**src/hw/rtl/assert_macros.svh**
```systemverilog
// assertion helpers, clocked with asynchronous active-low reset disable
`ifndef ASSERT_MACROS_SVH
`define ASSERT_MACROS_SVH

`ifndef ASSERT_OFF

`define ASSERT_CLK(lbl, clk, rstn, prop, msg) \
  lbl: assert property (@(posedge clk) disable iff (!rstn) prop) else $error(msg);

`define ASSERT_NEVER(lbl, clk, rstn, cond, msg) \
  `ASSERT_CLK(lbl, clk, rstn, !(cond), msg)

`else

`define ASSERT_CLK(lbl, clk, rstn, prop, msg)

`define ASSERT_NEVER(lbl, clk, rstn, cond, msg)

`endif

`endif

```
**src/hw/rtl/spbt_pkg.sv**
```systemverilog
`timescale 1ns / 1ps

package spbt_pkg;

  localparam int NUM_SLOTS_DEF = 8;
  localparam int MAX_RESULTS   = 8;
  localparam int DATA_W        = 16;
  localparam int WORD_W        = 3 * DATA_W;
  localparam int NREL_W        = $clog2(MAX_RESULTS + 1);
  localparam int PTR_W         = $clog2(MAX_RESULTS);

  localparam logic KIND_TICK   = 1'b0;
  localparam logic KIND_ASSIGN = 1'b1;

  localparam logic [3:0] FREE_NONE = 4'hF;
  localparam logic [3:0] BUSY_SAT  = 4'hF;

  typedef enum logic [1:0] {
    ST_IDLE,
    ST_SCAN_RD,
    ST_SCAN_WB,
    ST_EMIT
  } state_e;

  typedef struct packed {
    logic start;
    logic rd_issue;
    logic acc_step;
    logic wb_step;
    logic emit_next;
  } cmd_t;

  typedef struct packed {
    logic need_rd;
    logic scan_last;
    logic out_last;
  } status_t;

endpackage

```
**src/hw/rtl/server_pool_busy_timer_unit.sv**
```systemverilog
`timescale 1ns / 1ps

// Pool of NUM_SLOTS server slots with per-slot countdown. An item is taken only when the block
// is idle. After the accept cycle every slot is visited once in order by a controller that walks
// the slot memory: a free slot, or any slot on an assign, is handled in the scan-read state; a
// busy slot on a tick also passes the write-back state (registered memory read, then decrement
// and write back or release). The results, at least one per item, are then presented one per
// cycle while the output side takes them. The slot memory needs no clearing after reset.

module server_pool_busy_timer_unit import spbt_pkg::*; #(
  parameter int NUM_SLOTS = NUM_SLOTS_DEF
) (
  input  logic              clk_i,
  input  logic              rst_ni,
  input  logic              in_valid_i,
  output logic              in_ready_o,
  input  logic              kind_i,
  input  logic [2:0]        slot_index_i,
  input  logic [15:0]       customer_number_i,
  input  logic [15:0]       transaction_time_i,
  input  logic [15:0]       arrival_time_i,
  input  logic [15:0]       waiting_time_i,
  output logic              out_valid_o,
  input  logic              out_ready_i,
  output logic              departed_o,
  output logic [2:0]        departed_slot_o,
  output logic [15:0]       departed_customer_o,
  output logic [15:0]       departure_time_o,
  output logic signed [3:0] free_slot_o,
  output logic [3:0]        busy_count_o,
  output logic              last_o
);

  cmd_t    cmd;
  status_t status;

  spbt_ctrl u_ctrl (
    .clk_i       (clk_i),
    .rst_ni      (rst_ni),
    .in_valid_i  (in_valid_i),
    .in_ready_o  (in_ready_o),
    .out_valid_o (out_valid_o),
    .out_ready_i (out_ready_i),
    .status_i    (status),
    .cmd_o       (cmd)
  );

  spbt_datapath #(
    .NUM_SLOTS (NUM_SLOTS)
  ) u_datapath (
    .clk_i               (clk_i),
    .rst_ni              (rst_ni),
    .cmd_i               (cmd),
    .status_o            (status),
    .kind_i              (kind_i),
    .slot_index_i        (slot_index_i),
    .customer_number_i   (customer_number_i),
    .transaction_time_i  (transaction_time_i),
    .arrival_time_i      (arrival_time_i),
    .waiting_time_i      (waiting_time_i),
    .departed_o          (departed_o),
    .departed_slot_o     (departed_slot_o),
    .departed_customer_o (departed_customer_o),
    .departure_time_o    (departure_time_o),
    .free_slot_o         (free_slot_o),
    .busy_count_o        (busy_count_o),
    .last_o              (last_o)
  );

endmodule

```
**src/hw/rtl/spbt_ram.sv**
```systemverilog
`timescale 1ns / 1ps

module spbt_ram #(
  parameter int WIDTH = 8,
  parameter int DEPTH = 8,
  parameter int AW    = (DEPTH > 1) ? $clog2(DEPTH) : 1
) (
  input  logic             clk_i,
  input  logic             we_i,
  input  logic [AW-1:0]    waddr_i,
  input  logic [WIDTH-1:0] wdata_i,
  input  logic             re_i,
  input  logic [AW-1:0]    raddr_i,
  output logic [WIDTH-1:0] rdata_o
);

  logic [WIDTH-1:0] mem_q [DEPTH];
  logic [WIDTH-1:0] rdata_q;

  always_ff @(posedge clk_i) begin
    if (we_i) begin
      mem_q[waddr_i] <= wdata_i;
    end
    if (re_i) begin
      rdata_q <= mem_q[raddr_i];
    end
  end

  assign rdata_o = rdata_q;

endmodule

```
**src/hw/rtl/spbt_ctrl.sv**
```systemverilog
`timescale 1ns / 1ps

`include "assert_macros.svh"

module spbt_ctrl import spbt_pkg::*; (
  input  logic    clk_i,
  input  logic    rst_ni,
  input  logic    in_valid_i,
  output logic    in_ready_o,
  output logic    out_valid_o,
  input  logic    out_ready_i,
  input  status_t status_i,
  output cmd_t    cmd_o
);

  state_e state_q, state_d;

  always_ff @(posedge clk_i or negedge rst_ni) begin
    if (!rst_ni) begin
      state_q <= ST_IDLE;
    end else begin
      state_q <= state_d;
    end
  end

  always_comb begin
    state_d     = state_q;
    cmd_o       = '0;
    in_ready_o  = 1'b0;
    out_valid_o = 1'b0;
    unique case (state_q)
      ST_IDLE: begin
        in_ready_o = 1'b1;
        if (in_valid_i) begin
          cmd_o.start = 1'b1;
          state_d     = ST_SCAN_RD;
        end
      end
      ST_SCAN_RD: begin
        if (status_i.need_rd) begin
          cmd_o.rd_issue = 1'b1;
          state_d        = ST_SCAN_WB;
        end else begin
          cmd_o.acc_step = 1'b1;
          if (status_i.scan_last) begin
            state_d = ST_EMIT;
          end
        end
      end
      ST_SCAN_WB: begin
        cmd_o.wb_step = 1'b1;
        state_d       = status_i.scan_last ? ST_EMIT : ST_SCAN_RD;
      end
      ST_EMIT: begin
        out_valid_o = 1'b1;
        if (out_ready_i) begin
          cmd_o.emit_next = 1'b1;
          if (status_i.out_last) begin
            state_d = ST_IDLE;
          end
        end
      end
      default: begin
        state_d = ST_IDLE;
      end
    endcase
  end

  `ASSERT_NEVER(a_no_overlap, clk_i, rst_ni, in_ready_o && out_valid_o, "accept during emit")
  `ASSERT_CLK(a_wb_after_rd, clk_i, rst_ni, (state_q == ST_SCAN_WB) |-> ($past(state_q) == ST_SCAN_RD), "write-back without read")
  `ASSERT_CLK(a_emit_done, clk_i, rst_ni, (out_valid_o && out_ready_i && status_i.out_last) |=> in_ready_o, "no return to idle after last transfer")

endmodule

```
**src/hw/rtl/spbt_datapath.sv**
```systemverilog
`timescale 1ns / 1ps

`include "assert_macros.svh"

module spbt_datapath import spbt_pkg::*; #(
  parameter int NUM_SLOTS = NUM_SLOTS_DEF,
  parameter int SLOT_W    = (NUM_SLOTS > 1) ? $clog2(NUM_SLOTS) : 1
) (
  input  logic               clk_i,
  input  logic               rst_ni,
  input  cmd_t               cmd_i,
  output status_t            status_o,
  input  logic               kind_i,
  input  logic [2:0]         slot_index_i,
  input  logic [15:0]        customer_number_i,
  input  logic [15:0]        transaction_time_i,
  input  logic [15:0]        arrival_time_i,
  input  logic [15:0]        waiting_time_i,
  output logic               departed_o,
  output logic [2:0]         departed_slot_o,
  output logic [15:0]        departed_customer_o,
  output logic [15:0]        departure_time_o,
  output logic signed [3:0]  free_slot_o,
  output logic [3:0]         busy_count_o,
  output logic               last_o
);

  logic [NUM_SLOTS-1:0] busy_q;
  logic                 tick_q;
  logic [SLOT_W-1:0]    scan_idx_q;
  logic [NREL_W-1:0]    nrel_q;
  logic [PTR_W-1:0]     ptr_q;
  logic [3:0]           bc_q;
  logic [3:0]           fs_q;
  logic                 fs_found_q;

  logic [2:0]           rel_slot_q [MAX_RESULTS];
  logic [DATA_W-1:0]    rel_cust_q [MAX_RESULTS];
  logic [DATA_W-1:0]    rel_dep_q  [MAX_RESULTS];

  logic                 assign_ok;
  logic [DATA_W-1:0]    rem_init;
  logic [DATA_W-1:0]    dep_init;
  logic [WORD_W-1:0]    rdata;
  logic [DATA_W-1:0]    rd_rem;
  logic [DATA_W-1:0]    rd_cust;
  logic [DATA_W-1:0]    rd_dep;
  logic [DATA_W-1:0]    rem_next;
  logic                 release_hit;
  logic                 ram_we;
  logic [SLOT_W-1:0]    ram_waddr;
  logic [WORD_W-1:0]    ram_wdata;
  logic                 cur_busy;
  logic                 mark_free;
  logic                 mark_busy;
  logic [3:0]           fs_code;

  assign assign_ok = (kind_i == KIND_ASSIGN) && (32'(slot_index_i) < NUM_SLOTS);
  assign rem_init  = (transaction_time_i == '0) ? DATA_W'(1) : transaction_time_i;
  assign dep_init  = arrival_time_i + waiting_time_i + transaction_time_i;

  assign {rd_rem, rd_cust, rd_dep} = rdata;
  assign rem_next    = (rd_rem != '0) ? rd_rem - DATA_W'(1) : rd_rem;
  assign release_hit = (rem_next == '0);

  always_comb begin
    ram_we    = 1'b0;
    ram_waddr = scan_idx_q;
    ram_wdata = {rem_next, rd_cust, rd_dep};
    if (cmd_i.start) begin
      ram_we    = assign_ok;
      ram_waddr = SLOT_W'(slot_index_i);
      ram_wdata = {rem_init, customer_number_i, dep_init};
    end else if (cmd_i.wb_step) begin
      ram_we = !release_hit;
    end
  end

  spbt_ram #(
    .WIDTH (WORD_W),
    .DEPTH (NUM_SLOTS),
    .AW    (SLOT_W)
  ) u_slot_ram (
    .clk_i   (clk_i),
    .we_i    (ram_we),
    .waddr_i (ram_waddr),
    .wdata_i (ram_wdata),
    .re_i    (cmd_i.rd_issue),
    .raddr_i (scan_idx_q),
    .rdata_o (rdata)
  );

  assign cur_busy  = busy_q[scan_idx_q];
  assign mark_free = (cmd_i.acc_step && !cur_busy) || (cmd_i.wb_step && release_hit);
  assign mark_busy = (cmd_i.acc_step && cur_busy) || (cmd_i.wb_step && !release_hit);
  assign fs_code   = (32'(scan_idx_q) <= 7) ? 4'(scan_idx_q) : FREE_NONE;

  always_ff @(posedge clk_i or negedge rst_ni) begin
    if (!rst_ni) begin
      busy_q     <= '0;
      tick_q     <= 1'b0;
      scan_idx_q <= '0;
      nrel_q     <= '0;
      ptr_q      <= '0;
      bc_q       <= '0;
      fs_q       <= FREE_NONE;
      fs_found_q <= 1'b0;
    end else begin
      if (cmd_i.start) begin
        tick_q     <= (kind_i == KIND_TICK);
        scan_idx_q <= '0;
        nrel_q     <= '0;
        ptr_q      <= '0;
        bc_q       <= '0;
        fs_q       <= FREE_NONE;
        fs_found_q <= 1'b0;
        if (assign_ok) begin
          busy_q[SLOT_W'(slot_index_i)] <= 1'b1;
        end
      end
      if (cmd_i.acc_step || cmd_i.wb_step) begin
        scan_idx_q <= scan_idx_q + SLOT_W'(1);
      end
      if (mark_busy && (bc_q != BUSY_SAT)) begin
        bc_q <= bc_q + 4'd1;
      end
      if (mark_free && !fs_found_q) begin
        fs_found_q <= 1'b1;
        fs_q       <= fs_code;
      end
      if (cmd_i.wb_step && release_hit) begin
        busy_q[scan_idx_q] <= 1'b0;
        if (nrel_q < NREL_W'(MAX_RESULTS)) begin
          nrel_q <= nrel_q + NREL_W'(1);
        end
      end
      if (cmd_i.emit_next) begin
        ptr_q <= ptr_q + PTR_W'(1);
      end
    end
  end

  always_ff @(posedge clk_i) begin
    if (cmd_i.wb_step && release_hit && (nrel_q < NREL_W'(MAX_RESULTS))) begin
      rel_slot_q[nrel_q[PTR_W-1:0]] <= 3'(scan_idx_q);
      rel_cust_q[nrel_q[PTR_W-1:0]] <= rd_cust;
      rel_dep_q[nrel_q[PTR_W-1:0]]  <= rd_dep;
    end
  end

  assign status_o.need_rd   = tick_q && cur_busy;
  assign status_o.scan_last = (32'(scan_idx_q) == NUM_SLOTS - 1);
  assign status_o.out_last  = last_o;

  assign departed_o          = (nrel_q != '0);
  assign departed_slot_o     = departed_o ? rel_slot_q[ptr_q] : 3'd0;
  assign departed_customer_o = departed_o ? rel_cust_q[ptr_q] : '0;
  assign departure_time_o    = departed_o ? rel_dep_q[ptr_q] : '0;
  assign free_slot_o         = fs_q;
  assign busy_count_o        = bc_q;
  assign last_o              = !departed_o || (NREL_W'(ptr_q) == nrel_q - NREL_W'(1));

  `ASSERT_NEVER(a_nrel_bound, clk_i, rst_ni, nrel_q > NREL_W'(MAX_RESULTS), "release list overrun")
  `ASSERT_CLK(a_busy_rem_live, clk_i, rst_ni, cmd_i.wb_step |-> (rd_rem != '0), "busy slot with zero countdown")
  `ASSERT_CLK(a_wb_slot_busy, clk_i, rst_ni, cmd_i.wb_step |-> cur_busy, "write-back on free slot")

endmodule

```
**config.mk**
```make
export PLATFORM = sky130hd
export DESIGN_NAME = server_pool_busy_timer_unit
export DESIGN_NICKNAME = d
export VERILOG_FILES = /design/src/hw/rtl/spbt_pkg.sv /design/src/hw/rtl/server_pool_busy_timer_unit.sv /design/src/hw/rtl/spbt_ram.sv /design/src/hw/rtl/spbt_ctrl.sv /design/src/hw/rtl/spbt_datapath.sv
export VERILOG_INCLUDE_DIRS = /design/src /design/src/hw/rtl
export SDC_FILE = /design/constraint.sdc
export NUM_CORES = 1
export LEC_CHECK = 0
export BUFFER_PORTS_ARGS = -buffer_cell sky130_fd_sc_hd__buf_4
export CAP_MARGIN = 20
export CORE_UTILIZATION = 43
export DETAILED_ROUTE_END_ITERATION = 6
export HOLD_SLACK_MARGIN = 0.12
export PLACE_DENSITY = 0.6
export SYNTH_ARGS = -nofsm -noshare
export SYNTH_HDL_FRONTEND = slang
export SYNTH_SLANG_ARGS = --single-unit
```
**constraint.sdc**
```tcl
create_clock -name clk_i -period 6.5 [get_ports clk_i]
set_input_delay 0.325 -clock clk_i [delete_from_list [all_inputs] [get_ports clk_i]]
set_output_delay 0.325 -clock clk_i [all_outputs]
set_load 0.02 [all_outputs]
```
==> impl_results.md <==
- Status: finished, final reports clean
- Simple-gate share of the synthesized area: 0.0561
- Buf/Inv on CP: 3
- I/O Pins: 119
- Actual slew at the worst max-slew pin: 1080 ps
- Critical path class: reg2reg
- Total clock buffers created by CTS: 77
- CP Launch Type: flop
- Antenna-violating nets left: 0
- Mux contribution to synthesized area: 0.0702
- Post-Synthesis Net Count: 1,807
- DRT iter0 DRCs: 1,377
- Most common cell after layout, fill and taps aside: edfxtp_1
- Layout Nets: 1,957
- DIE HEIGHT: 263 um
- CP delay by family, top: simple AND/OR/NAND/NOR gates
- Row cnt: 95
- CTS tree: built
- Layout cells sized above 1: 0.198
- Post-Synth XOR/XNOR Area: 0.00837
- Power density over the cells: 393 nW/um2
- Synthesis warning total: 0
- Most frequent cells in the layout: edfxtp_1 (712), a22oi_1 (192), buf_4 (151)
- WP data required: 6810 ps
- Tcrit/Tclk final: 0.665
- Routability cong.: 0.855
- Rel. slew slack: 0.280
- Max_cap viols: 0
- CTS clock-pin slew for the worst setup and hold paths: 60 ps
- Synth top area share: 0.730
- Power Total: 13,300 uW
- Starting Density: 0.436
- Via count: 16,072
- Post-CTS resize count: 0
- Clk_skew: 24.0 ps
- Slew Limit Fails: 0
- Setup ws final: 2180 ps
- Die width: 263 um
- Root Driver: clkbuf_16
- Gr usage total: 0.203
- Fillcell total: 5,525
- Largest cells by area after synthesis: edfxtp_1 (73%), mux4_2 (5.4%), a22oi_1 (4.9%)
- Yosys reg bits: 742
- Syn_area_per_cell: 17.3 um2
- Max incr delay on CP: 770 ps
- DRC Markers: 0
- Critical path endpoint category: flop
- Worst-Skew Late Latency: 620 ps
- Most used flip-flop cell after synthesis: edfxtp_1
- Critical Path, Cell by Cell: inv_1, ha_1, nor4b_1, nand4_1, mux2i_1, nand4_1, nor4_2, buf_4, nand2_1, nor2_4, buf_4
- Largest area contributor in the netlist: edfxtp_1
- FMAX: 231 MHz
- Hold WC Path Type: in2reg
- HPWL Detailed: 38,800 um
- Largest net degree at the start of global routing: 73
- Vias in the first global route: 16,814
- Post-CTS Setup Bufs: 0
- Die area: 69,200 um2
- Post-place setup slack: 2180 ps
- Vias/cell: 5.78
- Finished Core Util: 0.504
- Clk buf depth: 3
- CTS Hold Bufs: 8
- Yosys cell types: 62
- WL/cell: 25.1 um
- Register area share after synthesis: 0.755
- EDFF count, synth: 712
- First-pass GRT wire length: 106,000 um
- Area of the core: 67,300 um2
- Pre-antenna DRT Iters: 5
- Setup TNS: 0 ps
- Slowest CP cell: nor2_4
- Worst vdd ir: 0.000193 V
- Htree depth: 3
- Synth-to-Final Area Change: 15.6%
- Arrival time at the worst endpoint: 4630 ps
- Final setup fails: 0
- Main combinational cell family by area after synthesis: compound AO/OA/AOI/OAI gates
- Synth Area in Compound Gates: 0.0747
- PortBufs: 118
- Lkg Pwr: 0.0109 uW
- Clock sinks: 742
- Post-Syn Area: 29,300 um2
- Synth Area in Adders: 0.0207
- Antenna violations before repair: 0
- Worst-path maximum fanout: 26
- FFs w/ async S/R, synth: 0.0404
- Final Critical Period: 4320 ps
- RSZ-0062 raised after global routing: false
- Remaining global-route overflow: 0
- WL final: 69,700 um
- Post-Syn Instances: 1,696
- Hold Vio Cnt, Final: 0
-- flip-flops by register name (all words and copies together), names as in the netlist --
name,flops
u_datapath.free_slot_o,4
u_datapath.busy_count_o,4
u_datapath.scan_idx_q,3
u_datapath.tick_q,1
u_datapath.fs_found_q,1
u_datapath.u_slot_ram.mem_q,384
u_datapath.rel_slot_q,24
u_datapath.rel_dep_q,128
u_datapath.u_slot_ram.rdata_o,48
u_datapath.rel_cust_q,128
u_datapath.busy_q,8
u_datapath.ptr_q,3
u_ctrl.state_q,2
u_datapath.nrel_q,4
-- cells in the mapped netlist, types with 2 or more instances --
cell type / number
a221oi_1: 2
nor2_2: 2
nor2b_1: 6
o211ai_1: 5
and4_1: 2
edfxtp_1: 712
nor4b_1: 2
o21bai_1: 2
nand2_1: 108
or4_4: 2
or2_2: 3
dfstp_2: 4
nand2b_1: 4
nand3_1: 11
ha_1: 23
inv_1: 23
or3_1: 3
nor3b_1: 6
buf_1: 13
fa_1: 16
a31o_2: 2
and2_1: 2
a22oi_1: 192
a21o_1: 2
xor2_1: 10
a311oi_1: 4
nor4_1: 12
a21oi_1: 42
o21ai_0: 38
and3_1: 3
dfrtp_1: 26
nand4_1: 53
nor3_1: 16
mux4_2: 70
clkbuf_1: 73
nand4b_1: 2
mux2i_1: 48
o22ai_1: 2
xnor2_1: 18
nor2_1: 101
a31oi_1: 10
-- area by class of cell --
| class | instances | area, um2 | share of cell area |
|---|---|---|---|
| clock buffer | 89 | 1970 | 0.0582 |
| inverter | 23 | 86.3 | 0.00255 |
| tap | 873 | 1090 | 0.0322 |
| timing repair buffer | 159 | 1210 | 0.0358 |
| multi-input combinational | 843 | 6940 | 0.205 |
| sequential | 742 | 22100 | 0.654 |
| antenna | 1 | 2.50 | 0.0000739 |
| clock inverter | 49 | 427 | 0.0126 |
-- path summary, 6_finish.rpt --
path	startpoint	end	slack [ps]	depth (start not counted)
setup / recovery	u_datapath.u_slot_ram.rdata_o[32]	u_datapath.rel_cust_q[7][6]	2180	11
hold / removal	customer_number_i[6]	u_datapath.u_slot_ram.mem_q[0][22]	150	3
setup reg to reg	u_datapath.u_slot_ram.rdata_o[32]	u_datapath.rel_cust_q[7][6]	2180	11
hold reg to reg	u_datapath.fs_found_q	u_datapath.fs_found_q	500	1
max in group asynchronous	rst_ni	u_datapath.ptr_q[0]	5960	2
min in group asynchronous	rst_ni	u_datapath.busy_count_o[2]	210	2
-- cells by family (layout without fill, tap and decap cells) --
| family | count (synthesis) | after routing |
|---|---|---|
| DFF | 742 | 742 |
| adders and majority gates | 39 | 39 |
| and+or+nand+nor | 344 | 344 |
| other | 0 | 1 |
| muxes | 118 | 118 |
| buffers and inverters | 111 | 320 |
| xor gates and xnor gates | 28 | 28 |
| AOI/OAI and AO/OA | 314 | 314 |
-- metrics by stage --
stage / instance area (um2) / std cells / hold slack [ps]
finish: 33900 / 2779 / 148
global route: 33900 / 2778 / 161
CTS: 33900 / 2778 / 124
detailed placement: 31400 / 2632 / 283
global placement: 31400 / 2631 / 278
floorplan: 29300 / 1696 / 29.4
-- worst reg2reg max path: cells and delay by family, from the launching register on --
family	cells	cell delay (ps)
multiplexers	1	240
buffers and inverters	3	760
adder cells (fa/ha/maj)	1	190
flip-flops	1	510
AND/OR/NAND/NOR	6	2300
-- power breakdown --
part	internal, uW	leakage [uW]	switching, uW
registers	5920	0.00679	329
clock network	2390	0.00116	1800
logic	1030	0.00299	1840
-- metal layers --
metal,wire [um],track usage
met5,0,0
met3,3170,0.0287
met1,30200,0.276
met4,1570,0.0566
met2,34700,0.344
Note: power is estimated with default switching activity, not from simulation.
